**src/sv/atapio_pkg.sv**
```systemverilog
// Shared types, register map and task-file constants for the ATA PIO sector sequencer.
// No dependencies; every other file of the block imports this package.
package atapio_pkg;

   // Sequencing constants
   localparam int WORDS_PER_SECTOR = 256;
   localparam int SETTLE_READS     = 4;
   localparam int WORD_IDX_W       = $clog2(WORDS_PER_SECTOR + 1);
   localparam int SETTLE_W         = 3;
   localparam logic [SETTLE_W-1:0] SETTLE_INIT = SETTLE_W'(SETTLE_READS - 1);
   localparam logic [WORD_IDX_W-1:0] WORD_LAST_IDX = WORD_IDX_W'(WORDS_PER_SECTOR - 1);

   // Widths of the configuration and field values
   localparam int LBA_W      = 28;
   localparam int POLL_W     = 17;
   localparam int PORT_W     = 16;
   localparam int DATA_W     = 16;
   localparam int COUNT_W    = 16;
   localparam int PADDR_W    = 4;
   localparam int PDATA_W    = 32;
   localparam int MAX_RESULTS = 8;
   localparam int STEP_W     = $clog2(MAX_RESULTS);

   // Job queue between front and back
   localparam int FIFO_DEPTH = 4;
   localparam int FIFO_PTR_W = $clog2(FIFO_DEPTH);
   localparam int FIFO_CNT_W = $clog2(FIFO_DEPTH + 1);

   // Reset values of the configuration registers
   localparam logic [PORT_W-1:0] IO_BASE_RESET    = 16'd496;
   localparam logic [POLL_W-1:0] POLL_LIMIT_RESET = 17'd100000;

   // Task-file register offsets
   localparam logic [2:0] REG_DATA     = 3'd0;
   localparam logic [2:0] REG_FEATURES = 3'd1;
   localparam logic [2:0] REG_COUNT    = 3'd2;
   localparam logic [2:0] REG_LBA_LO   = 3'd3;
   localparam logic [2:0] REG_LBA_MID  = 3'd4;
   localparam logic [2:0] REG_LBA_HI   = 3'd5;
   localparam logic [2:0] REG_DEVICE   = 3'd6;
   localparam logic [2:0] REG_STATUS   = 3'd7;

   // Status bits
   localparam int ST_BSY = 7;
   localparam int ST_DF  = 5;
   localparam int ST_DRQ = 3;
   localparam int ST_ERR = 0;

   // Command and device bytes
   localparam logic [7:0] ATA_CMD_READ  = 8'h20;
   localparam logic [7:0] ATA_CMD_WRITE = 8'h30;
   localparam logic [7:0] ATA_CMD_FLUSH = 8'hE7;
   localparam logic [7:0] ATA_DEV_LBA   = 8'hE0;

   typedef enum logic [1:0] {
      CMD_START_RD = 2'd0,
      CMD_START_WR = 2'd1,
      CMD_REPLY    = 2'd2,
      CMD_WORD     = 2'd3
   } cmd_type;

   typedef enum logic [1:0] {
      KIND_BUS  = 2'd0,
      KIND_WORD = 2'd1,
      KIND_DONE = 2'd2
   } kind_type;

   typedef enum logic [1:0] {
      CSR_IO_BASE    = 2'd0,
      CSR_DRIVE      = 2'd1,
      CSR_POLL_LIMIT = 2'd2
   } csr_index_type;

   typedef enum logic [3:0] {
      PH_IDLE    = 4'd0,
      PH_SETTLE  = 4'd1,
      PH_POLL    = 4'd2,
      PH_RDATA   = 4'd3,
      PH_WDATA   = 4'd4,
      PH_FSETTLE = 4'd5
   } phase_type;

   // What the back end has to emit for one input item
   typedef enum logic [3:0] {
      OP_DONE_FAIL      = 4'd0,
      OP_DONE_OK        = 4'd1,
      OP_STATUS_RD      = 4'd2,
      OP_DATA_RD        = 4'd3,
      OP_TASKFILE       = 4'd4,
      OP_DELIVER_DATA   = 4'd5,
      OP_DELIVER_STATUS = 4'd6,
      OP_DELIVER_DONE   = 4'd7,
      OP_WORD           = 4'd8,
      OP_WORD_FLUSH     = 4'd9
   } job_op_type;

   typedef struct packed {
      logic [PORT_W-1:0] io_base;
      logic              drive_slave;
      logic [POLL_W-1:0] poll_limit;
   } cfg_type;

   typedef struct packed {
      job_op_type        op;
      logic [DATA_W-1:0] data;
      logic [LBA_W-1:0]  lba;
      logic              is_write;
   } job_type;

endpackage

```
**src/sv/atapio_csr.sv**
```systemverilog
// Configuration registers of the ATA PIO sequencer behind an APB-style port.
// Depends on atapio_pkg for the register map and the cfg_type bundle.
module atapio_csr
   import atapio_pkg::*;
(
   input  logic               clock,
   input  logic               reset,
   input  logic               psel,
   input  logic               penable,
   input  logic               pwrite,
   input  logic [PADDR_W-1:0] paddr,
   input  logic [PDATA_W-1:0] pwdata,
   output logic [PDATA_W-1:0] prdata,
   output logic               pready,
   output cfg_type            cfg
);

   logic [PORT_W-1:0] io_base_ff, io_base_in;
   logic              drive_ff, drive_in;
   logic [POLL_W-1:0] poll_limit_ff, poll_limit_in;
   logic              wr_transfer;
   csr_index_type     index;

   assign pready      = 1'b1;
   assign index       = csr_index_type'(paddr[PADDR_W-1:2]);
   assign wr_transfer = psel && penable && pwrite && pready;

   // Decode the write
   always_comb begin
      io_base_in    = io_base_ff;
      drive_in      = drive_ff;
      poll_limit_in = poll_limit_ff;
      if (wr_transfer) begin
         unique case (index)
            CSR_IO_BASE:    io_base_in    = pwdata[PORT_W-1:0];
            CSR_DRIVE:      drive_in      = pwdata[0];
            CSR_POLL_LIMIT: poll_limit_in = pwdata[POLL_W-1:0];
            default: ;
         endcase
      end
   end

   always_ff @(posedge clock) begin
      if (reset) begin
         io_base_ff    <= IO_BASE_RESET;
         drive_ff      <= 1'b0;
         poll_limit_ff <= POLL_LIMIT_RESET;
      end else begin
         io_base_ff    <= io_base_in;
         drive_ff      <= drive_in;
         poll_limit_ff <= poll_limit_in;
      end
   end

   // Read back
   always_comb begin
      unique case (index)
         CSR_IO_BASE:    prdata = PDATA_W'(io_base_ff);
         CSR_DRIVE:      prdata = PDATA_W'(drive_ff);
         CSR_POLL_LIMIT: prdata = PDATA_W'(poll_limit_ff);
         default:        prdata = '0;
      endcase
   end

   assign cfg.io_base     = io_base_ff;
   assign cfg.drive_slave = drive_ff;
   assign cfg.poll_limit  = poll_limit_ff;

endmodule

```
**src/sv/atapio_front.sv**
```systemverilog
// Front end: holds the sector sequencing state, classifies each accepted item
// and issues at most one job per item. Depends on atapio_pkg.
module atapio_front
   import atapio_pkg::*;
(
   input  logic                clock,
   input  logic                reset,
   input  cfg_type             cfg,
   input  logic                take,
   input  logic [1:0]          cmd,
   input  logic [31:0]         lba,
   input  logic [COUNT_W-1:0]  sector_count,
   input  logic [DATA_W-1:0]   data_in,
   output logic                job_push,
   output job_type             job
);

   phase_type             phase_ff, phase_in;
   logic                  is_write_ff, is_write_in;
   logic [LBA_W-1:0]      lba_ff, lba_in;
   logic [COUNT_W-1:0]    sectors_ff, sectors_in;
   logic [WORD_IDX_W-1:0] word_ff, word_in;
   logic [SETTLE_W-1:0]   settle_ff, settle_in;
   logic [POLL_W-1:0]     polls_ff, polls_in;

   cmd_type            c;
   logic [7:0]         st;
   logic               is_start, is_reply, is_word;
   logic               lba_bad, cnt_zero, start_go;
   logic               st_ready, st_fail, poll_out;
   logic               word_last, settle_more, sectors_nz, more_after;
   logic [COUNT_W-1:0] sectors_dec;

   // Shared conditions
   assign c           = cmd_type'(cmd);
   assign st          = data_in[7:0];
   assign is_start    = take && (c == CMD_START_RD || c == CMD_START_WR);
   assign is_reply    = take && (c == CMD_REPLY);
   assign is_word     = take && (c == CMD_WORD);
   assign lba_bad     = |lba[31:LBA_W];
   assign cnt_zero    = (sector_count == '0);
   assign start_go    = !lba_bad && !cnt_zero;
   assign st_ready    = !st[ST_BSY] && st[ST_DRQ];
   assign st_fail     = !st[ST_BSY] && (st[ST_ERR] || st[ST_DF]);
   assign poll_out    = (polls_ff >= cfg.poll_limit);
   assign word_last   = (word_ff == WORD_LAST_IDX);
   assign settle_more = (settle_ff != '0);
   assign sectors_nz  = (sectors_ff != '0);
   assign sectors_dec = sectors_ff - COUNT_W'(1);
   assign more_after  = (sectors_dec != '0);

   // Next phase
   always_comb begin
      phase_in = phase_ff;
      unique case (phase_ff)
         PH_IDLE:
            if (is_start && start_go) phase_in = PH_SETTLE;
         PH_SETTLE:
            if (is_reply && !settle_more) phase_in = PH_POLL;
         PH_POLL:
            if (is_reply) begin
               priority if (st_ready) phase_in = is_write_ff ? PH_WDATA : PH_RDATA;
               else if (st_fail || poll_out) phase_in = PH_IDLE;
               else phase_in = PH_POLL;
            end
         PH_RDATA:
            if (is_reply && word_last) phase_in = more_after ? PH_SETTLE : PH_IDLE;
         PH_WDATA:
            if (is_word && word_last) phase_in = PH_FSETTLE;
         PH_FSETTLE:
            if (is_reply && !settle_more) phase_in = sectors_nz ? PH_SETTLE : PH_IDLE;
         default:
            phase_in = PH_IDLE;
      endcase
   end

   // Next values of the sector counters
   always_comb begin
      is_write_in = is_write_ff;
      lba_in      = lba_ff;
      sectors_in  = sectors_ff;
      word_in     = word_ff;
      settle_in   = settle_ff;
      polls_in    = polls_ff;
      unique case (phase_ff)
         PH_IDLE:
            if (is_start && start_go) begin
               is_write_in = (c == CMD_START_WR);
               lba_in      = lba[LBA_W-1:0];
               sectors_in  = sector_count;
               word_in     = '0;
               polls_in    = '0;
               settle_in   = SETTLE_INIT;
            end
         PH_SETTLE:
            if (is_reply) begin
               if (settle_more) settle_in = settle_ff - SETTLE_W'(1);
               else             polls_in  = POLL_W'(1);
            end
         PH_POLL:
            if (is_reply) begin
               priority if (st_ready) word_in = '0;
               else if (st_fail || poll_out) polls_in = polls_ff;
               else polls_in = polls_ff + POLL_W'(1);
            end
         PH_RDATA:
            if (is_reply) begin
               word_in = word_ff + WORD_IDX_W'(1);
               if (word_last) begin
                  sectors_in = sectors_dec;
                  lba_in     = lba_ff + LBA_W'(1);
                  word_in    = '0;
                  if (more_after) settle_in = SETTLE_INIT;
               end
            end
         PH_WDATA:
            if (is_word) begin
               word_in = word_ff + WORD_IDX_W'(1);
               if (word_last) begin
                  sectors_in = sectors_dec;
                  lba_in     = lba_ff + LBA_W'(1);
                  word_in    = '0;
                  settle_in  = SETTLE_INIT;
               end
            end
         PH_FSETTLE:
            if (is_reply) begin
               if (settle_more)     settle_in = settle_ff - SETTLE_W'(1);
               else if (sectors_nz) settle_in = SETTLE_INIT;
            end
         default: ;
      endcase
   end

   always_ff @(posedge clock) begin
      if (reset) begin
         phase_ff    <= PH_IDLE;
         is_write_ff <= 1'b0;
         lba_ff      <= '0;
         sectors_ff  <= '0;
         word_ff     <= '0;
         settle_ff   <= '0;
         polls_ff    <= '0;
      end else begin
         phase_ff    <= phase_in;
         is_write_ff <= is_write_in;
         lba_ff      <= lba_in;
         sectors_ff  <= sectors_in;
         word_ff     <= word_in;
         settle_ff   <= settle_in;
         polls_ff    <= polls_in;
      end
   end

   // Job for the back end
   always_comb begin
      job_push     = 1'b0;
      job.op       = OP_STATUS_RD;
      job.data     = data_in;
      job.lba      = lba_ff;
      job.is_write = is_write_ff;
      unique case (phase_ff)
         PH_IDLE:
            if (is_start) begin
               job_push = 1'b1;
               priority if (lba_bad) job.op = OP_DONE_FAIL;
               else if (cnt_zero) job.op = OP_DONE_OK;
               else job.op = OP_STATUS_RD;
            end
         PH_SETTLE:
            if (is_reply) begin
               job_push = 1'b1;
               job.op   = settle_more ? OP_STATUS_RD : OP_TASKFILE;
            end
         PH_POLL:
            if (is_reply) begin
               priority if (st_ready) begin
                  job_push = !is_write_ff;
                  job.op   = OP_DATA_RD;
               end else if (st_fail || poll_out) begin
                  job_push = 1'b1;
                  job.op   = OP_DONE_FAIL;
               end else begin
                  job_push = 1'b1;
                  job.op   = OP_STATUS_RD;
               end
            end
         PH_RDATA:
            if (is_reply) begin
               job_push = 1'b1;
               priority if (!word_last) job.op = OP_DELIVER_DATA;
               else if (more_after) job.op = OP_DELIVER_STATUS;
               else job.op = OP_DELIVER_DONE;
            end
         PH_WDATA:
            if (is_word) begin
               job_push = 1'b1;
               job.op   = word_last ? OP_WORD_FLUSH : OP_WORD;
            end
         PH_FSETTLE:
            if (is_reply) begin
               job_push = 1'b1;
               job.op   = (settle_more || sectors_nz) ? OP_STATUS_RD : OP_DONE_OK;
            end
         default: ;
      endcase
   end

endmodule

```
**src/sv/atapio_job_fifo.sv**
```systemverilog
// Short job queue that decouples the front end from the back end.
// Depends on atapio_pkg for job_type and the queue depth.
module atapio_job_fifo
   import atapio_pkg::*;
(
   input  logic    clock,
   input  logic    reset,
   input  logic    push,
   input  job_type push_job,
   output logic    full,
   input  logic    pop,
   output logic    head_valid,
   output job_type head_job
);

   job_type               mem_ff [FIFO_DEPTH];
   logic [FIFO_PTR_W-1:0] wr_ptr_ff, wr_ptr_in;
   logic [FIFO_PTR_W-1:0] rd_ptr_ff, rd_ptr_in;
   logic [FIFO_CNT_W-1:0] count_ff, count_in;
   logic                  do_push, do_pop;

   assign full       = (count_ff == FIFO_CNT_W'(FIFO_DEPTH));
   assign head_valid = (count_ff != '0);
   assign head_job   = mem_ff[rd_ptr_ff];
   assign do_push    = push && !full;
   assign do_pop     = pop && head_valid;

   // Advance pointers and occupancy
   always_comb begin
      wr_ptr_in = wr_ptr_ff;
      rd_ptr_in = rd_ptr_ff;
      count_in  = count_ff;
      if (do_push) begin
         wr_ptr_in = (wr_ptr_ff == FIFO_PTR_W'(FIFO_DEPTH - 1)) ? '0
                                                                : wr_ptr_ff + FIFO_PTR_W'(1);
      end
      if (do_pop) begin
         rd_ptr_in = (rd_ptr_ff == FIFO_PTR_W'(FIFO_DEPTH - 1)) ? '0
                                                                : rd_ptr_ff + FIFO_PTR_W'(1);
      end
      if (do_push && !do_pop)      count_in = count_ff + FIFO_CNT_W'(1);
      else if (!do_push && do_pop) count_in = count_ff - FIFO_CNT_W'(1);
   end

   always_ff @(posedge clock) begin
      if (reset) begin
         wr_ptr_ff <= '0;
         rd_ptr_ff <= '0;
         count_ff  <= '0;
      end else begin
         wr_ptr_ff <= wr_ptr_in;
         rd_ptr_ff <= rd_ptr_in;
         count_ff  <= count_in;
      end
   end

   // Store entries
   always_ff @(posedge clock) begin
      if (do_push) mem_ff[wr_ptr_ff] <= push_job;
   end

endmodule

```
**src/sv/atapio_back.sv**
```systemverilog
// Back end: expands each job into its result transfers, one per cycle, into
// the result register while it is free or drains. Depends on atapio_pkg encodings.
module atapio_back
   import atapio_pkg::*;
(
   input  logic              clock,
   input  logic              reset,
   input  cfg_type           cfg,
   input  logic              job_valid,
   input  job_type           job,
   output logic              job_pop,
   output logic              empty,
   input  logic              pop,
   output logic [1:0]        rsp_kind,
   output logic              rsp_bus_write,
   output logic              rsp_word_access,
   output logic [PORT_W-1:0] rsp_port,
   output logic [DATA_W-1:0] rsp_data_out,
   output logic              rsp_ok,
   output logic              rsp_last
);

   logic [STEP_W-1:0] step_ff, step_in;
   logic              valid_ff, valid_in;
   logic [1:0]        kind_ff;
   logic              bus_write_ff, word_ff, ok_ff, last_ff;
   logic [PORT_W-1:0] port_ff;
   logic [DATA_W-1:0] data_ff;

   kind_type          r_kind;
   logic              r_wr, r_wd, r_ok, r_final;
   logic [2:0]        r_off;
   logic [DATA_W-1:0] r_data;
   logic [PORT_W-1:0] r_port;
   logic              advance;
   logic [7:0]        dev_byte, cmd_byte;

   assign dev_byte = ATA_DEV_LBA | {3'b000, cfg.drive_slave, job.lba[LBA_W-1:24]};
   assign cmd_byte = job.is_write ? ATA_CMD_WRITE : ATA_CMD_READ;

   // Result for the current job and step
   always_comb begin
      r_kind  = KIND_BUS;
      r_wr    = 1'b0;
      r_wd    = 1'b0;
      r_off   = REG_STATUS;
      r_data  = '0;
      r_ok    = 1'b0;
      r_final = 1'b1;
      unique case (job.op)
         OP_DONE_FAIL: r_kind = KIND_DONE;
         OP_DONE_OK: begin
            r_kind = KIND_DONE;
            r_ok   = 1'b1;
         end
         OP_STATUS_RD: ;
         OP_DATA_RD: begin
            r_off = REG_DATA;
            r_wd  = 1'b1;
         end
         OP_TASKFILE: begin
            r_wr    = 1'b1;
            r_final = (step_ff == STEP_W'(MAX_RESULTS - 1));
            unique case (step_ff)
               3'd0: begin r_off = REG_DEVICE;   r_data = {8'h00, dev_byte}; end
               3'd1: begin r_off = REG_FEATURES; r_data = '0; end
               3'd2: begin r_off = REG_COUNT;    r_data = 16'h0001; end
               3'd3: begin r_off = REG_LBA_LO;   r_data = {8'h00, job.lba[7:0]}; end
               3'd4: begin r_off = REG_LBA_MID;  r_data = {8'h00, job.lba[15:8]}; end
               3'd5: begin r_off = REG_LBA_HI;   r_data = {8'h00, job.lba[23:16]}; end
               3'd6: begin r_off = REG_STATUS;   r_data = {8'h00, cmd_byte}; end
               default: begin
                  r_wr  = 1'b0;
                  r_off = REG_STATUS;
               end
            endcase
         end
         OP_DELIVER_DATA, OP_DELIVER_STATUS, OP_DELIVER_DONE: begin
            r_final = (step_ff != '0);
            if (step_ff == '0) begin
               r_kind = KIND_WORD;
               r_data = job.data;
            end else if (job.op == OP_DELIVER_DATA) begin
               r_off = REG_DATA;
               r_wd  = 1'b1;
            end else if (job.op == OP_DELIVER_DONE) begin
               r_kind = KIND_DONE;
               r_ok   = 1'b1;
            end
         end
         OP_WORD: begin
            r_wr   = 1'b1;
            r_wd   = 1'b1;
            r_off  = REG_DATA;
            r_data = job.data;
         end
         OP_WORD_FLUSH: begin
            r_final = (step_ff == STEP_W'(2));
            unique case (step_ff)
               3'd0: begin
                  r_wr   = 1'b1;
                  r_wd   = 1'b1;
                  r_off  = REG_DATA;
                  r_data = job.data;
               end
               3'd1: begin
                  r_wr   = 1'b1;
                  r_data = {8'h00, ATA_CMD_FLUSH};
               end
               default: ;
            endcase
         end
         default: ;
      endcase
   end

   assign r_port = (r_kind == KIND_BUS) ? cfg.io_base + PORT_W'(r_off) : '0;

   // Hand over a result whenever the result register is free or drains
   assign advance  = job_valid && (!valid_ff || pop);
   assign job_pop  = advance && r_final;
   assign valid_in = advance || (valid_ff && !pop);
   assign step_in  = advance ? (r_final ? '0 : step_ff + STEP_W'(1)) : step_ff;

   always_ff @(posedge clock) begin
      if (reset) begin
         valid_ff <= 1'b0;
         step_ff  <= '0;
      end else begin
         valid_ff <= valid_in;
         step_ff  <= step_in;
      end
   end

   // Load the result register
   always_ff @(posedge clock) begin
      if (advance) begin
         kind_ff      <= r_kind;
         bus_write_ff <= r_wr;
         word_ff      <= r_wd;
         port_ff      <= r_port;
         data_ff      <= r_data;
         ok_ff        <= r_ok;
         last_ff      <= r_final;
      end
   end

   assign empty           = !valid_ff;
   assign rsp_kind        = kind_ff;
   assign rsp_bus_write   = bus_write_ff;
   assign rsp_word_access = word_ff;
   assign rsp_port        = port_ff;
   assign rsp_data_out    = data_ff;
   assign rsp_ok          = ok_ff;
   assign rsp_last        = last_ff;

endmodule

```
**src/sv/ata_pio_sector_sequencer.sv**
```systemverilog
// Top level of the ATA PIO LBA28 sector sequencer: configuration registers,
// front end, job queue and back end. Depends on atapio_pkg and all atapio_* modules.
//
//   channel   direction  transfer when            content
//   req_*     in         push && !full            command, lba, count, reply/word data
//   rsp_*     out        pop && !empty            bus access, read word or done status
//   csr       in/out     psel&penable&pwrite      io_base, drive_slave, poll_limit
//
// The front end takes one item per cycle while the four-entry job queue has room.
// While its output register is free or popped, the back end sends one result per cycle:
// one or two for most items, eight for a task-file issue, three for a sector's last write word.
// A result waits in the output register without holding up intake until the queue fills.
// Reset is synchronous and returns to idle with the configuration at its defaults.
module ata_pio_sector_sequencer
   import atapio_pkg::*;
(
   input  logic               clock,
   input  logic               reset,
   input  logic               push,
   output logic               full,
   input  logic [1:0]         req_cmd,
   input  logic [31:0]        req_lba,
   input  logic [COUNT_W-1:0] req_sector_count,
   input  logic [DATA_W-1:0]  req_data_in,
   output logic               empty,
   input  logic               pop,
   output logic [1:0]         rsp_kind,
   output logic               rsp_bus_write,
   output logic               rsp_word_access,
   output logic [PORT_W-1:0]  rsp_port,
   output logic [DATA_W-1:0]  rsp_data_out,
   output logic               rsp_ok,
   output logic               rsp_last,
   input  logic               psel,
   input  logic               penable,
   input  logic               pwrite,
   input  logic [PADDR_W-1:0] paddr,
   input  logic [PDATA_W-1:0] pwdata,
   output logic [PDATA_W-1:0] prdata,
   output logic               pready
);

   cfg_type cfg;
   logic    take;
   logic    job_push, job_pop, job_valid, fifo_full;
   job_type new_job, head_job;

   assign full = fifo_full;
   assign take = push && !fifo_full;

   atapio_csr u_csr (
      .clock   (clock),
      .reset   (reset),
      .psel    (psel),
      .penable (penable),
      .pwrite  (pwrite),
      .paddr   (paddr),
      .pwdata  (pwdata),
      .prdata  (prdata),
      .pready  (pready),
      .cfg     (cfg)
   );

   atapio_front u_front (
      .clock        (clock),
      .reset        (reset),
      .cfg          (cfg),
      .take         (take),
      .cmd          (req_cmd),
      .lba          (req_lba),
      .sector_count (req_sector_count),
      .data_in      (req_data_in),
      .job_push     (job_push),
      .job          (new_job)
   );

   atapio_job_fifo u_fifo (
      .clock      (clock),
      .reset      (reset),
      .push       (job_push),
      .push_job   (new_job),
      .full       (fifo_full),
      .pop        (job_pop),
      .head_valid (job_valid),
      .head_job   (head_job)
   );

   atapio_back u_back (
      .clock           (clock),
      .reset           (reset),
      .cfg             (cfg),
      .job_valid       (job_valid),
      .job             (head_job),
      .job_pop         (job_pop),
      .empty           (empty),
      .pop             (pop),
      .rsp_kind        (rsp_kind),
      .rsp_bus_write   (rsp_bus_write),
      .rsp_word_access (rsp_word_access),
      .rsp_port        (rsp_port),
      .rsp_data_out    (rsp_data_out),
      .rsp_ok          (rsp_ok),
      .rsp_last        (rsp_last)
   );

endmodule
```
**config.mk**
```make
export PLATFORM = sky130hd
export DESIGN_NAME = ata_pio_sector_sequencer
export DESIGN_NICKNAME = d
export VERILOG_FILES = /design/src/sv/atapio_pkg.sv /design/src/sv/atapio_csr.sv /design/src/sv/atapio_front.sv /design/src/sv/atapio_job_fifo.sv /design/src/sv/atapio_back.sv /design/src/sv/ata_pio_sector_sequencer.sv
export SDC_FILE = /design/constraint.sdc
export NUM_CORES = 1
export LEC_CHECK = 0
export BUFFER_PORTS_ARGS = -buffer_cell sky130_fd_sc_hd__buf_2
export CAP_MARGIN = 40
export CORE_MARGIN = 1.5
export CORE_UTILIZATION = 31
export DETAILED_ROUTE_END_ITERATION = 16
export HOLD_SLACK_MARGIN = 0.05
export MAX_ROUTING_LAYER = met4
export PLACE_DENSITY = 0.53
export SKIP_CTS_REPAIR_TIMING = 1
export SLEW_MARGIN = 20
export SYNTH_ARGS = -nofsm -noshare
export SYNTH_HDL_FRONTEND = slang
export SYNTH_SLANG_ARGS = --single-unit
export TNS_END_PERCENT = 100
```
**constraint.sdc**
```tcl
create_clock -name clock -period 5 [get_ports clock]
set_input_delay 0.5 -clock clock [delete_from_list [all_inputs] [get_ports clock]]
set_output_delay 0.5 -clock clock [all_outputs]
set_load 0.02 [all_outputs]
```
# [Word-level counts from Yosys, hierarchy flattened]
# Memories as Yosys holds them, arrays and structs flattened. A register that Yosys moved wholly into a read port is not among the register bits.
# Cells that the tools add are included.
[classes] n_bitwise=0 muxes=105 n_lt_le_gt_ge=1 reduce_logical=69 n_eq_ne=48 n_mul=0 shifts=0 n_addsub=11 n_div=0
[ops] cell="$mux 28" count=4
[ops] cell="$mux 17" count=6
[ops] cell="$pmux 17 s3" count=2
[ops] cell="$pmux 28 s3" count=1
[ops] cell="$mux 16" count=5
[ops] cell="$mux 4" count=16
[ops] cell="$pmux 16 s4" count=1
[ops] cell="$mux 3" count=19
[ops] cell="$mux 9" count=6
[ops] cell="$pmux 16 s3" count=1
[ops] cell="$pmux 4 s6" count=2
[ops] cell="$pmux 8 s6" count=1
[ops] cell="$pmux 9 s4" count=1
[ops] cell="$pmux 16 s2" count=1
[ops] cell="$reduce_bool 16->1" count=2
[ops] cell="$ne 2x1->1 const B" count=15
[ops] cell="$add 28x1->28 const B" count=1
[ops] cell="$eq 4x3->1 const B" count=6
[ops] cell="$logic_and 1x1->1" count=20
[ops] cell="$mux 2" count=10
[ops] cell="$mux 1" count=19
[ops] cell="$pmux 3 s6" count=1
[ops] cell="$add 17x1->17 const B" count=1
[ops] cell="$ge 17x17->1" count=1
[ops] cell="43 further kinds" count=92
[totals] ff_bits=161 latchBits=0 rom_bits=0 output_inout_bits=73 input_bits=109 ram_bits=196 elab_cells=257 mem_count=1
[mem_list] memory="u_fifo.mem_ff" words=4 word_bits=49 rd=1 rd_ports_with_merged_regs=1 write_ports=1 line_no="atapio_job_fifo.sv:16" rtl="job_type mem_ff [FIFO_DEPTH];"

# [Longest topological paths before layout]
# Gate-level depths: netlist (run 1).
[logic_depth] ltp_word=11 depth_mapped=18 mapped_depth_nobuf=17

# [Cells and area by module]
# From an unflattened synthesis (run 1), not the netlist that was laid out.
[unflattened] cells_unflattened=1520 hier_area_um2=17630.7
[modules_own_cells] module="atapio_job_fifo" area_per_inst_um2=7563.5 n_inst=1 seq_area_each_um2=6065.8 cells_per_inst=306
[modules_own_cells] module="atapio_front" area_per_inst_um2=5632.9 n_inst=1 seq_area_each_um2=1541.5 cells_per_inst=767
[modules_own_cells] module="atapio_back" area_per_inst_um2=2596.2 n_inst=1 seq_area_each_um2=1221.2 cells_per_inst=247
[modules_own_cells] module="atapio_csr" area_per_inst_um2=1824.2 n_inst=1 seq_area_each_um2=680.7 cells_per_inst=199
[modules_own_cells] module="ata_pio_sector_sequencer" area_per_inst_um2=13.8 n_inst=1 seq_area_each_um2=0.0 cells_per_inst=1

# [Worst setup path before layout (run 1)]
# Ideal clock, no wire load.
[synth_timing] path_kind="flip-flop to flip-flop" startpoint="register u_front.phase_ff[1]" endpoint="memory u_fifo.mem_ff[0][0] (netlist bit) (enable)" path_buffers=2 synth_period_minus_slack_ns=3.211 stages_incl_launch_ff=8 arrival_ns=2.800 slack_ns=1.789 setup_time_ns=0.412 required_time_ns=4.588 path_cell_list="dfxtp_1 -> buf_2 -> or3b_2 -> a21o_1 -> a21oi_1 -> o31a_1 -> clkbuf_1 -> and2_1"
[synth_via] elab_chain_cells=6 elab_cells_between_ends=11 cone_classes="eq/ne (5); mux (3); reduce/logical (3)"
[synth_lines] element="from (decl)" line_no="atapio_front.sv:18" rtl="phase_type phase_ff, phase_in;"
[synth_lines] element="from (signal assigned)" line_no="atapio_front.sv:145" rtl="phase_ff <= phase_in;"
[synth_lines] element="$eq 4x1->1, or another cell as far along" line_no="atapio_front.sv:162" rtl="unique case (phase_ff)"
[synth_lines] element="$reduce_or 3->1 (no source line)"
[synth_lines] element="$pmux 1 s4 (*)" line_no="atapio_front.sv:162"
[synth_lines] element="$logic_and 1x1->1 (*)" line_no="atapio_job_fifo.sv:25" rtl="assign do_push = push && !full;"
[synth_lines] element="net u_fifo.do_push" line_no="atapio_job_fifo.sv:20" rtl="logic do_push, do_pop;"
[synth_lines] element="$mux 1 (*)" line_no="atapio_job_fifo.sv:59" rtl="if (do_push) mem_ff[wr_ptr_ff] <= push_job;"
[synth_lines] element="$mux 1 (not written as such) (*)" line_no="atapio_job_fifo.sv:59"
[synth_lines] element="to (decl)" line_no="atapio_job_fifo.sv:16"
# The timed path passes the listed nets; every way through them passes the cells marked *.

# [Worst setup path in the final report (run 1)]
[layout_timing] startpoint="register u_back.step_ff[2]" endpoint="register u_back.port_ff[14], in the netlist u_back.rsp_port[14], data pin"
[layout_via] elab_chain_cells=4 elab_cells_between_ends=14 cone_classes="add/sub (1); eq/ne (5); mux (6); reduce/logical (2)"
[layout_lines] element="from (decl)" line_no="atapio_back.sv:23" rtl="logic [STEP_W-1:0] step_ff, step_in;"
[layout_lines] element="from (signal assigned)" line_no="atapio_back.sv:131" rtl="step_ff <= step_in;"
[layout_lines] element="$eq 3x3->1, or another cell as far along" line_no="atapio_back.sv:64" rtl="unique case (step_ff)"
[layout_lines] element="$pmux 3 s6, or another cell as far along" line_no="atapio_back.sv:64"
[layout_lines] element="$pmux 3 s4 / $pmux 2 s2 (equally long branches)" line_no="atapio_back.sv:50" rtl="unique case (job.op)"
[layout_lines] element="$add 16x3->16 / $logic_not 2->1 (equally long branches)" line_no="atapio_back.sv:117" rtl="assign r_port = (r_kind == KIND_BUS) ? cfg.io_base + PORT_W'(r_off) : '0;"
[layout_lines] element="to (signal assigned)" line_no="atapio_back.sv:141" rtl="port_ff <= r_port;"
[layout_lines] element="to (decl)" line_no="atapio_back.sv:27" rtl="logic [PORT_W-1:0] port_ff;"
# Several ways; a longest one is shown, not always the timed one.
# A chain may end at the register's enable or synchronous reset.

==> tab_implementation.tex, run 1 <==
\begin{tabular}{lr}
\hline
Metric & Value \\
\hline
\multicolumn{2}{l}{\textbf{Floorplanning}} \\
\quad Area of the die & 57090 um2 \\
\quad Count of pins on the block boundary & 182 \\
\quad Initial Utilization & 31.32\% \\
\quad Die width & 238.9 um \\
\quad Height of the chip & 238.9 um \\
\quad Number of rows created at floorplan & 86 \\
\quad Placeable core area & 55090 um2 \\
\multicolumn{2}{l}{\textbf{Clock network}} \\
\quad Num Clock Sinks & 358 \\
\quad Total clock buffers created by CTS & 42 \\
\quad CTS tree & done \\
\quad Clk root buf & clkbuf\_16 \\
\quad Clock network latency to the later pin of the worst-skew pair & 0.60 ns \\
\quad Max clock buf depth & 3 \\
\quad Clock-pin slew reported for the worst setup and hold paths after clock tree synthesis & 0.07 ns \\
\quad CTS H-tree depth & 2 \\
\multicolumn{2}{l}{\textbf{Detailed routing}} \\
\quad Final antenna-violating net count & 0 \\
\quad Number of design-rule violations left by the first detailed-router iteration & 704 \\
\quad Detailed-route wire length per cell & 18.34 um \\
\quad \# DRC & 0 \\
\quad Via total after detailed routing & 12550 \\
\quad Final routed wirelength across all metal layers & 44.84 mm \\
\quad Post-DR vias/cell & 5.135 \\
\quad Length of the first detailed-routing pass in iterations & 5 \\
\multicolumn{2}{l}{\textbf{Synth}} \\
\quad Number of warnings reported in the yosys synthesis log & 0 \\
\quad Number of synthesized flops with an enable pin & 234 \\
\quad Post-synthesis compound-gate area fraction & 12.41\% \\
\quad Fraction of post-synthesis cell area in the top cell type by area & 40.72\% \\
\quad Post-synth top area cell & edfxtp\_1 \\
\quad Flops \& latches, synth & 358 \\
\quad Multiplexer area fraction after synthesis & 8.825\% \\
\quad Post-Syn Area & 17260 um2 \\
\quad Cell types occupying the most area after synthesis & edfxtp\_1, dfxtp\_1, mux4\_2 \\
\quad Share of async-settable or async-resettable flops after synthesis & 0\% \\
\quad Post-synth cell types & 91 \\
\quad Gate count after technology mapping & 1543 \\
\quad Synth Area per Inst & 11.18 um2 \\
\quad Adder-cell share of the synthesized area & 3.132\% \\
\quad Main synth FF type & edfxtp\_1 \\
\quad Sequential-to-total area share from yosys stat & 55.11\% \\
\quad Leading cell types by count after synthesis & edfxtp\_1, nand2\_1, nor2\_1 \\
\quad Library cell with the highest instance count after synthesis & edfxtp\_1 \\
\quad Largest family of logic cells by synthesized area & simple AND/OR/NAND/NOR gates \\
\quad Xor/xnor share of the synthesized area & 1.117\% \\
\quad Area share of and/or/nand/nor cells after synthesis & 15.38\% \\
\multicolumn{2}{l}{\textbf{Final layout}} \\
\quad Combined area of the multi-input logic cells & 7138 um2 \\
\quad Total number of nets in the final design & 1814 \\
\quad P\&R area growth vs syn & 16.82\% \\
\quad Antenna Cells & 0 \\
\quad Share of final-layout standard cells stronger than drive strength 1 & 18.56\% \\
\quad Combined flip-flop and latch cell area & 9514 um2 \\
\quad Number of filler cells placed in the layout & 5505 \\
\multicolumn{2}{l}{\textbf{Placed design}} \\
\quad HPWL after detailed placement & 30.32 mm \\
\quad Final weighted congestion in routability-driven placement & 0.8679 \\
\quad Port Buffers & 148 \\
\multicolumn{2}{l}{\textbf{Timing}} \\
\quad Unrepaired setup endpoints after global routing & false \\
\quad Period utilization & 78.49\% \\
\quad Max-slew headroom & 41.90\% \\
\quad Total Neg Setup Slack & 0 ns \\
\quad Transition time at the pin with the least slew margin & 0.8674 ns \\
\quad Worst-case hold slack & 0.1247 ns \\
\quad Final worst clock skew & 0.04361 ns \\
\quad Final setup viols & 0 \\
\quad Highest clock rate & 254.8 MHz \\
\quad Final Critical Period & 3.924 ns \\
\quad Final hold violations & 0 \\
\quad Number of pins exceeding their max-slew limit in the final report & 0 \\
\multicolumn{2}{l}{\textbf{Min path}} \\
\quad Kind of path behind the tightest hold check & in -> reg \\
\multicolumn{2}{l}{\textbf{Worst setup path}} \\
\quad Type of destination of the critical path & flop \\
\quad Data arrival time of the critical path & 4.21 ns \\
\quad CP Launch Type & flop \\
\quad Start-to-end type of the worst setup path & reg -> reg \\
\quad Data required time of the critical path & 5.29 ns \\
\quad Largest driver fanout on the critical path & 16 \\
\multicolumn{2}{l}{\textbf{Global route}} \\
\quad Overall overflow remaining after global route & 0 \\
\quad Wire length of the first global-routing pass & 70.12 mm \\
\quad Number of antenna violations at the first check in global routing & 1 \\
\quad Largest net degree at the start of global routing & 74 \\
\quad Number of global-route vias before repair & 12250 \\
\quad GRT Total Usage & 16.15\% \\
\multicolumn{2}{l}{\textbf{Run}} \\
\quad Max-cap violations & 0 \\
\multicolumn{2}{l}{\textbf{Pwr}} \\
\quad PwrDens & 491.3 nW/um2 \\
\quad Peak supply drop & 0.2412 mV \\
\quad Leakage Power & 7.080 nW \\
\multicolumn{2}{l}{\textbf{Outcome}} \\
\quad Outcome & finished, final reports clean \\
\hline
\end{tabular}
logic make-up after synthesis:
family | Yosys count
simple gates | 547
flops | 358
compound gates | 331
buf+inv | 152
mux | 89
fa+ha+maj | 42
xor+xnor | 22
other cells | 2
report_power, final:
part,internal (mW),switching [mW]
clock,1.95,1.30
sequential,3.71,0.296
combinational,0.969,1.68
registers in the layout (all words and copies together), names as in the netlist, 9 cells and up, named ones only:
signal	count
u_front.lba_ff	28
u_front.word_ff	9
u_fifo.mem_ff	196
u_front.polls_ff	17
u_back.rsp_data_out	16
u_front.sectors_ff	16
u_csr.io_base_ff	16
u_csr.poll_limit_ff	17
u_back.rsp_port	16
worst max-delay path: stages (launching register included):
cell and delay, ns:
dfxtp_1 0.66, inv_1 0.33, ha_1 0.45, nor3_1 0.24
a2111oi_0 0.10, o21ai_0 0.18, a21oi_1 0.08, nor2_1 0.11
ha_1 0.17, inv_1 0.05, fa_1 0.37, nor2b_1 0.20
o21ba_2 0.22, and3_1 0.19, nand2_1 0.07, xor2_1 0.14
nor2_1 0.06
layout make-up:
class / count / share of cell area [%]
Clock buffer: 52 / 5.450
Tap cell: 748 / 4.643
Sequential cell: 358 / 47.20
Timing Repair Buffer: 165 / 4.531
Multi-Input combinational cell: 1047 / 35.41
Clock inverter: 26 / 1.856
Inverter: 49 / 0.9124
path summary, 6_finish.rpt:
kind	from	to	slack, ns	depth (start not counted)
worst max register to register	u_back.step_ff[2]	u_back.rsp_port[14]	1.08	16
worst max-delay path	u_back.step_ff[2]	u_back.rsp_port[14]	1.08	16
worst min-delay path	req_data_in[12]	u_fifo.mem_ff[0][41]	0.12	1
worst min register to register	u_front.word_ff[8]	u_front.word_ff[8]	0.43	2
per-layer routing:
| layer | vias up | GRT usage [%] | wire (um) |
|---|---|---|---|
| met4 | 0 | 5.140 | 1264 |
| met2 | 295 | 25.57 | 21210 |
| met5 | - | - | 0 |
| met1 | 6156 | 21.03 | 20170 |
| li1 | 6023 | - | - |
| met3 | 80 | 2.794 | 2192 |
per-stage QoR:
| step | cells | cell area, um2 | setup WS, ns | total power [mW] | utilization, % |
|---|---|---|---|---|---|
| after floorplan | 1557 | 17310 | 1.789 | 5.905 | - |
| after global placement | 2361 | 18600 | 1.143 | 6.694 | 33.76 |
| after detailed placement | 2365 | 18670 | 1.113 | 6.745 | 33.89 |
| after CTS | 2443 | 20140 | 1.056 | 10.03 | 36.56 |
| after global routing | 2445 | 20160 | 0.7407 | 10.44 | 36.59 |
| final | 2445 | 20160 | 1.076 | 9.905 | 36.59 |
cell usage in the layout, fill, tap and decap left out, types with 6 or more instances in the layout:
| master | instances |
|---|---|
| clkbuf_1 | 9 |
| a21oi_1 | 115 |
| xor2_1 | 12 |
| or3_1 | 12 |
| o32ai_1 | 15 |
| and3_1 | 9 |
| o21ai_0 | 61 |
| nor4_1 | 23 |
| nand4_1 | 24 |
| nor2b_1 | 18 |
| nand2b_1 | 10 |
| buf_4 | 12 |
| nor2_1 | 133 |
| o211ai_1 | 11 |
| and4_1 | 6 |
| xnor2_1 | 10 |
| nand2_1 | 173 |
| buf_2 | 147 |
| o22ai_1 | 14 |
| dfxtp_1 | 122 |
| inv_1 | 46 |
| mux4_2 | 48 |
| ha_1 | 40 |
| a211oi_1 | 19 |
| o41ai_1 | 7 |
| clkbuf_16 | 42 |
| nor3_1 | 30 |
| nand3_1 | 61 |
| a31oi_1 | 6 |
| bufinv_16 | 7 |
| edfxtp_1 | 234 |
| a22oi_1 | 6 |
| mux2i_1 | 37 |
| conb_1 | 16 |
| clkinv_1 | 9 |
| a21o_1 | 12 |
| or2_2 | 6 |
Note: power is estimated with default switching activity, not from simulation.
==> inputs of run 2 (changes only) <==
Clock period 5 ns to 3.7 ns, I/O delays scaled along.
==> run 2 against run 1 <==
Effect of this change:
- hold slack got worse by 0.067 ns
- via count rose by 1.0%
- final cell count rose by 1.4%
- sequential share of layout area fell by 0.66 points
- clock power rose by 28%
- critical path depth fell by 4
- sequential power rose by 35%
==> tab_implementation.tex, run 2 (synthesis gave the netlist of run 1 again) <==
\begin{tabular}{lr}
\hline
Metric & Value \\
\hline
\multicolumn{2}{l}{\textbf{Final layout}} \\
\quad Final Util & 37.11\% \\
\quad Share of final-layout standard cells stronger than drive strength 1 & 19.40\% \\
\quad Commonest cells after routing, fill and taps aside & edfxtp\_1, nand2\_1, buf\_2 \\
\quad Antenna Cells & 0 \\
\quad Number of filler cells placed in the layout & 5433 \\
\quad Biggest register & u\_fifo.mem\_ff \\
\quad Flip-flop count of the largest register, all copies and words added & 196 \\
\quad Total number of nets in the final design & 1850 \\
\quad P\&R area growth vs syn & 18.48\% \\
\quad Commonest non-fill, non-tap cell in the layout & edfxtp\_1 \\
\quad Largest registers & u\_fifo.mem\_ff x196, u\_front.lba\_ff x28 \\
\multicolumn{2}{l}{\textbf{Detailed routing}} \\
\quad Final antenna-violating net count & 0 \\
\quad \# DRC & 0 \\
\quad Length of the first detailed-routing pass in iterations & 5 \\
\quad Number of design-rule violations left by the first detailed-router iteration & 876 \\
\quad Final routed wirelength across all metal layers & 45.39 mm \\
\quad Via total after detailed routing & 12680 \\
\quad Post-DR vias/cell & 5.115 \\
\quad Detailed-route wire length per cell & 18.30 um \\
\multicolumn{2}{l}{\textbf{Worst setup path}} \\
\quad Data required time of the critical path & 4.00 ns \\
\quad Data arrival time of the critical path & 3.73 ns \\
\quad CP Launch Type & flop \\
\quad Type of destination of the critical path & flop \\
\quad Worst flop-to-flop path endpoint & u\_back.rsp\_port[14] \\
\quad Start-to-end type of the worst setup path & reg -> reg \\
\quad Worst stage delay on the critical path & 0.64 ns \\
\quad Largest driver fanout on the critical path & 10 \\
\quad Critical path cell sequence & mux4\_2, and2b\_1, o21ai\_0, a21oi\_1, or2\_2, fa\_1, nor2b\_1, o21ba\_2, and3\_1, nand2\_1, xor2\_1, nor2\_1 \\
\quad Worst path buffer plus inverter count & 0 \\
\quad Cell family with most CP delay & simple AND/OR/NAND/NOR gates \\
\quad Worst r2r path cells & 12 \\
\quad Worst setup slack for register-to-register paths & 0.27 ns \\
\quad Slowest stage cell, crit path & mux4\_2 \\
\multicolumn{2}{l}{\textbf{Run}} \\
\quad Max-cap violations & 0 \\
\multicolumn{2}{l}{\textbf{Min path}} \\
\quad Kind of path behind the tightest hold check & in -> reg \\
\quad Number of cells on the worst hold path & 3 \\
\quad Origin of the worst min-delay path & pwdata[5] \\
\quad Min-Delay Endpoint & u\_csr.io\_base\_ff[5] \\
\multicolumn{2}{l}{\textbf{Timing}} \\
\quad Post-layout worst setup margin & 0.2714 ns \\
\quad Total Neg Setup Slack & 0 ns \\
\quad Highest clock rate & 291.7 MHz \\
\quad Transition time at the pin with the least slew margin & 0.7803 ns \\
\quad Worst-case hold slack & 0.05766 ns \\
\quad Final setup viols & 0 \\
\quad Number of pins exceeding their max-slew limit in the final report & 0 \\
\quad Max-slew headroom & 47.90\% \\
\quad Final Critical Period & 3.429 ns \\
\quad Final hold violations & 0 \\
\quad Final worst clock skew & 0.03791 ns \\
\quad Unrepaired setup endpoints after global routing & false \\
\quad Period utilization & 92.67\% \\
\multicolumn{2}{l}{\textbf{Floorplanning}} \\
\quad Area of the die & 57090 um2 \\
\quad Height of the chip & 238.9 um \\
\quad Number of rows created at floorplan & 86 \\
\quad Count of pins on the block boundary & 182 \\
\quad Initial Utilization & 31.32\% \\
\quad Die width & 238.9 um \\
\quad Placeable core area & 55090 um2 \\
\multicolumn{2}{l}{\textbf{Pwr}} \\
\quad PwrDens & 647.6 nW/um2 \\
\quad Tot Pwr & 13.24 mW \\
\quad Peak supply drop & 0.3190 mV \\
\quad Leakage Power & 7.213 nW \\
\multicolumn{2}{l}{\textbf{Global route}} \\
\quad Largest net degree at the start of global routing & 55 \\
\quad Number of global-route vias before repair & 12150 \\
\quad Number of antenna violations at the first check in global routing & 0 \\
\quad GRT Total Usage & 16.10\% \\
\quad Wire length of the first global-routing pass & 69.59 mm \\
\quad Overall overflow remaining after global route & 0 \\
\multicolumn{2}{l}{\textbf{Clock network}} \\
\quad CTS tree & done \\
\quad Num Clock Sinks & 358 \\
\quad Total clock buffers created by CTS & 41 \\
\quad Clock-pin slew reported for the worst setup and hold paths after clock tree synthesis & 0.05 ns \\
\quad CTS H-tree depth & 2 \\
\quad Clock network latency to the later pin of the worst-skew pair & 0.59 ns \\
\quad Clk root buf & clkbuf\_16 \\
\quad Max clock buf depth & 3 \\
\multicolumn{2}{l}{\textbf{Outcome}} \\
\quad Outcome & finished, final reports clean \\
\multicolumn{2}{l}{\textbf{Placed design}} \\
\quad Port Buffers & 148 \\
\quad Final weighted congestion in routability-driven placement & 0.8875 \\
\quad Pre-CTS setup slack & 0.1218 ns \\
\quad HPWL after detailed placement & 31.10 mm \\
\hline
\end{tabular}
## run 2: report_power, final
group	switching [mW]	internal, mW
Sequential	0.412	5.01
Combinational	2.29	1.36
Clock	1.71	2.45
## run 2: worst reg2reg max path, stage by stage (launching register included)
cell and delay, ns:
dfxtp_4 0.39, mux4_2 0.64, and2b_1 0.29, o21ai_0 0.13
a21oi_1 0.13, or2_2 0.30, fa_1 0.42, nor2b_1 0.21
o21ba_2 0.22, and3_1 0.18, nand2_1 0.07, xor2_1 0.14
nor2_1 0.05
## run 2: stage by stage
stage          cells  cell area [um2]
3_3_place_gp    2382            18800
3_5_place_dp    2384            18830
5_1_grt         2480            20440
2_1_floorplan   1557            17310
6_report        2480            20440
4_1_cts         2460            20240
## run 2: worst max-delay path by stage
stage,startpoint,end,slack (ns),depth (start not counted)
2_1_floorplan,u_front.phase_ff[1],u_fifo.mem_ff[1][0],0.49,7
3_3_place_gp,u_back.step_ff[0],u_back.rsp_port[12],0.20,16
3_5_place_dp,u_back.step_ff[0],u_back.rsp_port[14],0.12,16
4_1_cts,u_back.step_ff[0],u_back.rsp_port[14],0.09,16
5_1_grt,u_back.step_ff[0],u_back.rsp_port[12],0.02,14
6_report,flop,u_back.rsp_port[14],0.27,12
## run 2: cell type report
| type | instances | area [um2] | share of cell area [%] |
|---|---|---|---|
| repair buffers | 202 | 1256 | 6.145 |
| flip-flops and latches | 358 | 9514 | 46.54 |
| well taps | 748 | 935.9 | 4.578 |
| multi-input cells | 1047 | 7137 | 34.91 |
| clock inverters | 22 | 296.5 | 1.451 |
| inverters | 49 | 183.9 | 0.8997 |
| clock buffers | 54 | 1120 | 5.478 |
## run 2: routing by layer
layer,up-vias,global-route usage [%],part of all wire [%]
li1,6099,-,-
met1,6189,21.26,46
met2,322,25.32,47
met3,74,2.436,4.5
met4,0,5.389,2.8
met5,-,-,0
==> inputs of run 3 (changes only) <==
Settings changed: PLACE_DENSITY 0.53 to 0.45, SETUP_SLACK_MARGIN from default to 0.3.
==> run 3 against run 2 <==
Effect of this change:
- first-iteration DRC count down 6.7%
- critical path type unchanged
- core utilization rose by 0.41 points
- setup slack better by 0.19 ns
- sequential power hardly changed
- hold slack got worse by 0.0099 ns
- final area up 1.1%
- sequential share of layout area fell by 0.49 points
- highest routed layer unchanged
- total power grew 2.1%
- combinational power up 4%
- flip-flop and latch count stayed put
- fmax grew 5.9%
- critical path depth stayed put
==> tab_implementation.tex, run 3 (synthesis gave the netlist of run 1 again) <==
\begin{tabular}{lr}
\hline
Metric & Value \\
\hline
\multicolumn{2}{l}{\textbf{Placed design}} \\
\quad Placed cell count & 2388 \\
\quad HPWL after detailed placement & 31.82 mm \\
\quad Final weighted congestion in routability-driven placement & 0.8689 \\
\quad Port Buffers & 148 \\
\quad Pre-CTS setup slack & 0.2168 ns \\
\quad Dpl cell area & 18930 um2 \\
\multicolumn{2}{l}{\textbf{Detailed routing}} \\
\quad Post-DR vias/cell & 5.135 \\
\quad Final antenna-violating net count & 0 \\
\quad Length of the first detailed-routing pass in iterations & 5 \\
\quad Detail Route met3 WL & 2.046 mm \\
\quad Met2 routed wirelength & 22.39 mm \\
\quad \# DRC & 0 \\
\quad Detailed-route wire length per cell & 19.07 um \\
\quad Via total after detailed routing & 12830 \\
\quad Routed met1 length & 22.30 mm \\
\quad Max Used Layer & met4 \\
\quad Final routed wirelength across all metal layers & 47.64 mm \\
\quad Number of design-rule violations left by the first detailed-router iteration & 817 \\
\multicolumn{2}{l}{\textbf{Worst setup path}} \\
\quad Cell family with most CP delay & simple AND/OR/NAND/NOR gates \\
\quad Slowest stage cell, crit path & mux4\_2 \\
\quad Worst path buffer plus inverter count & 0 \\
\quad Data required time of the critical path & 4.02 ns \\
\quad Start-to-end type of the worst setup path & reg -> reg \\
\quad Worst stage delay on the critical path & 0.58 ns \\
\quad Type of destination of the critical path & flop \\
\quad CP Launch Type & flop \\
\quad Data arrival time of the critical path & 3.56 ns \\
\quad Largest driver fanout on the critical path & 6 \\
\quad Critical path cell sequence & mux4\_2, and2b\_2, o21ai\_1, a21oi\_1, or2\_2, fa\_1, nor2b\_2, o21ba\_4, and3\_1, nand2\_1, xor2\_1, nor2\_1 \\
\multicolumn{2}{l}{\textbf{Final layout}} \\
\quad Biggest register & u\_fifo.mem\_ff \\
\quad Commonest non-fill, non-tap cell in the layout & edfxtp\_1 \\
\quad P\&R area growth vs syn & 19.78\% \\
\quad Total number of nets in the final design & 1865 \\
\quad Share of final-layout standard cells stronger than drive strength 1 & 20.35\% \\
\quad Finished Layout Cells & 2498 \\
\quad Largest registers & u\_fifo.mem\_ff x196, u\_front.lba\_ff x28 \\
\quad Flip-flop count of the largest register, all copies and words added & 196 \\
\quad Non-Filler Cell Area, Final & 20670 um2 \\
\quad Commonest cells after routing, fill and taps aside & edfxtp\_1, nand2\_1, buf\_2 \\
\multicolumn{2}{l}{\textbf{Floorplanning}} \\
\quad Count of pins on the block boundary & 182 \\
\quad Number of rows created at floorplan & 86 \\
\quad Area of the die & 57090 um2 \\
\quad Die width & 238.9 um \\
\quad Height of the chip & 238.9 um \\
\quad Placeable core area & 55090 um2 \\
\quad Initial Utilization & 31.32\% \\
\multicolumn{2}{l}{\textbf{Timing}} \\
\quad Total Neg Setup Slack & 0 ns \\
\quad Final worst clock skew & 0.03898 ns \\
\quad Highest clock rate & 308.9 MHz \\
\quad Final Critical Period & 3.238 ns \\
\quad Period utilization & 87.50\% \\
\quad Final hold violations & 0 \\
\quad Number of pins exceeding their max-slew limit in the final report & 0 \\
\quad Final setup viols & 0 \\
\quad Unrepaired setup endpoints after global routing & true \\
\quad Transition time at the pin with the least slew margin & 0.8538 ns \\
\quad Max-slew headroom & 42.82\% \\
\quad Post-layout worst setup margin & 0.4625 ns \\
\multicolumn{2}{l}{\textbf{Pwr}} \\
\quad Peak supply drop & 0.3484 mV \\
\quad PwrDens & 654.1 nW/um2 \\
\quad Leakage Power & 7.327 nW \\
\quad Tot Pwr & 13.52 mW \\
\multicolumn{2}{l}{\textbf{Global route}} \\
\quad Number of global-route vias before repair & 12330 \\
\quad Wire length of the first global-routing pass & 72.86 mm \\
\quad Overall overflow remaining after global route & 0 \\
\quad GRT Total Usage & 16.99\% \\
\quad Largest net degree at the start of global routing & 74 \\
\quad Number of antenna violations at the first check in global routing & 0 \\
\multicolumn{2}{l}{\textbf{Clock network}} \\
\quad Clk root buf & clkbuf\_16 \\
\quad CTS tree & done \\
\quad Total clock buffers created by CTS & 43 \\
\quad CTS H-tree depth & 2 \\
\quad Clock network latency to the later pin of the worst-skew pair & 0.60 ns \\
\quad Clock-pin slew reported for the worst setup and hold paths after clock tree synthesis & 0.06 ns \\
\quad Num Clock Sinks & 358 \\
\quad Max clock buf depth & 3 \\
\multicolumn{2}{l}{\textbf{Min path}} \\
\quad Kind of path behind the tightest hold check & in -> reg \\
\multicolumn{2}{l}{\textbf{Run}} \\
\quad Max-cap violations & 0 \\
\multicolumn{2}{l}{\textbf{Outcome}} \\
\quad Outcome & finished, final reports clean \\
\hline
\end{tabular}
run 3: changes by cell type in the layout (fill, tap and decap cells not counted), sizes merged:
cell	previous run	this run
diode	0	1
clkbuf	54	55
buf	183	193
clkinv	15	17
inv	48	51
clkinvlp	4	2
dlygate4sd3	19	22
run 3: final timing paths:
path,from,to,slack (ns),cells after the start
setup / recovery,flop,u_back.rsp_port[12],0.46,12
hold / removal,pwdata[2],u_csr.poll_limit_ff[2],0.05,3
setup reg to reg,flop,u_back.rsp_port[12],0.46,12
hold reg to reg,u_front.word_ff[8],u_front.word_ff[8],0.43,2
run 3: worst register-to-register path, stage by stage (launching register included):
cell and delay, ns:
dfxtp_4 0.40, mux4_2 0.58, and2b_2 0.28, o21ai_1 0.10, a21oi_1 0.09, or2_2 0.30, fa_1 0.42, nor2b_2 0.18
o21ba_4 0.17, and3_1 0.18, nand2_1 0.07, xor2_1 0.14, nor2_1 0.05
run 3: metal layers:
metal,vias up,track usage [%]
li1,6137,-
met1,6327,22.68
met2,305,27.02
met3,59,2.402
met4,0,4.641
met5,-,-
run 3: per-stage QoR:
| stage | hold WS (ns) | utilization (%) |
|---|---|---|
| finish | 0.04773 | 37.52 |
| global route | 0.05501 | 37.51 |
| CTS | -0.03464 | 36.95 |
| detailed placement | 0.4255 | 34.37 |
| global placement | 0.4178 | 34.22 |
| floorplan | 0.4077 | - |
run 3: power breakdown:
group	internal, mW	leakage, nW	total, mW	switching [mW]
sequential	5.01	3.19	5.42	0.408
combinational	1.46	3.45	3.80	2.34
clock	2.49	0.684	4.29	1.80
run 3: layout make-up:
class | count | area (um2)
timing repair buffer | 215 | 1436
antenna | 1 | 2.502
inverter | 49 | 183.9
clock buffer | 55 | 1141
multi-input combinational | 1047 | 7172
tap | 748 | 935.9
sequential | 358 | 9517
clock inverter | 25 | 280.3
fill | 5473 | 34420
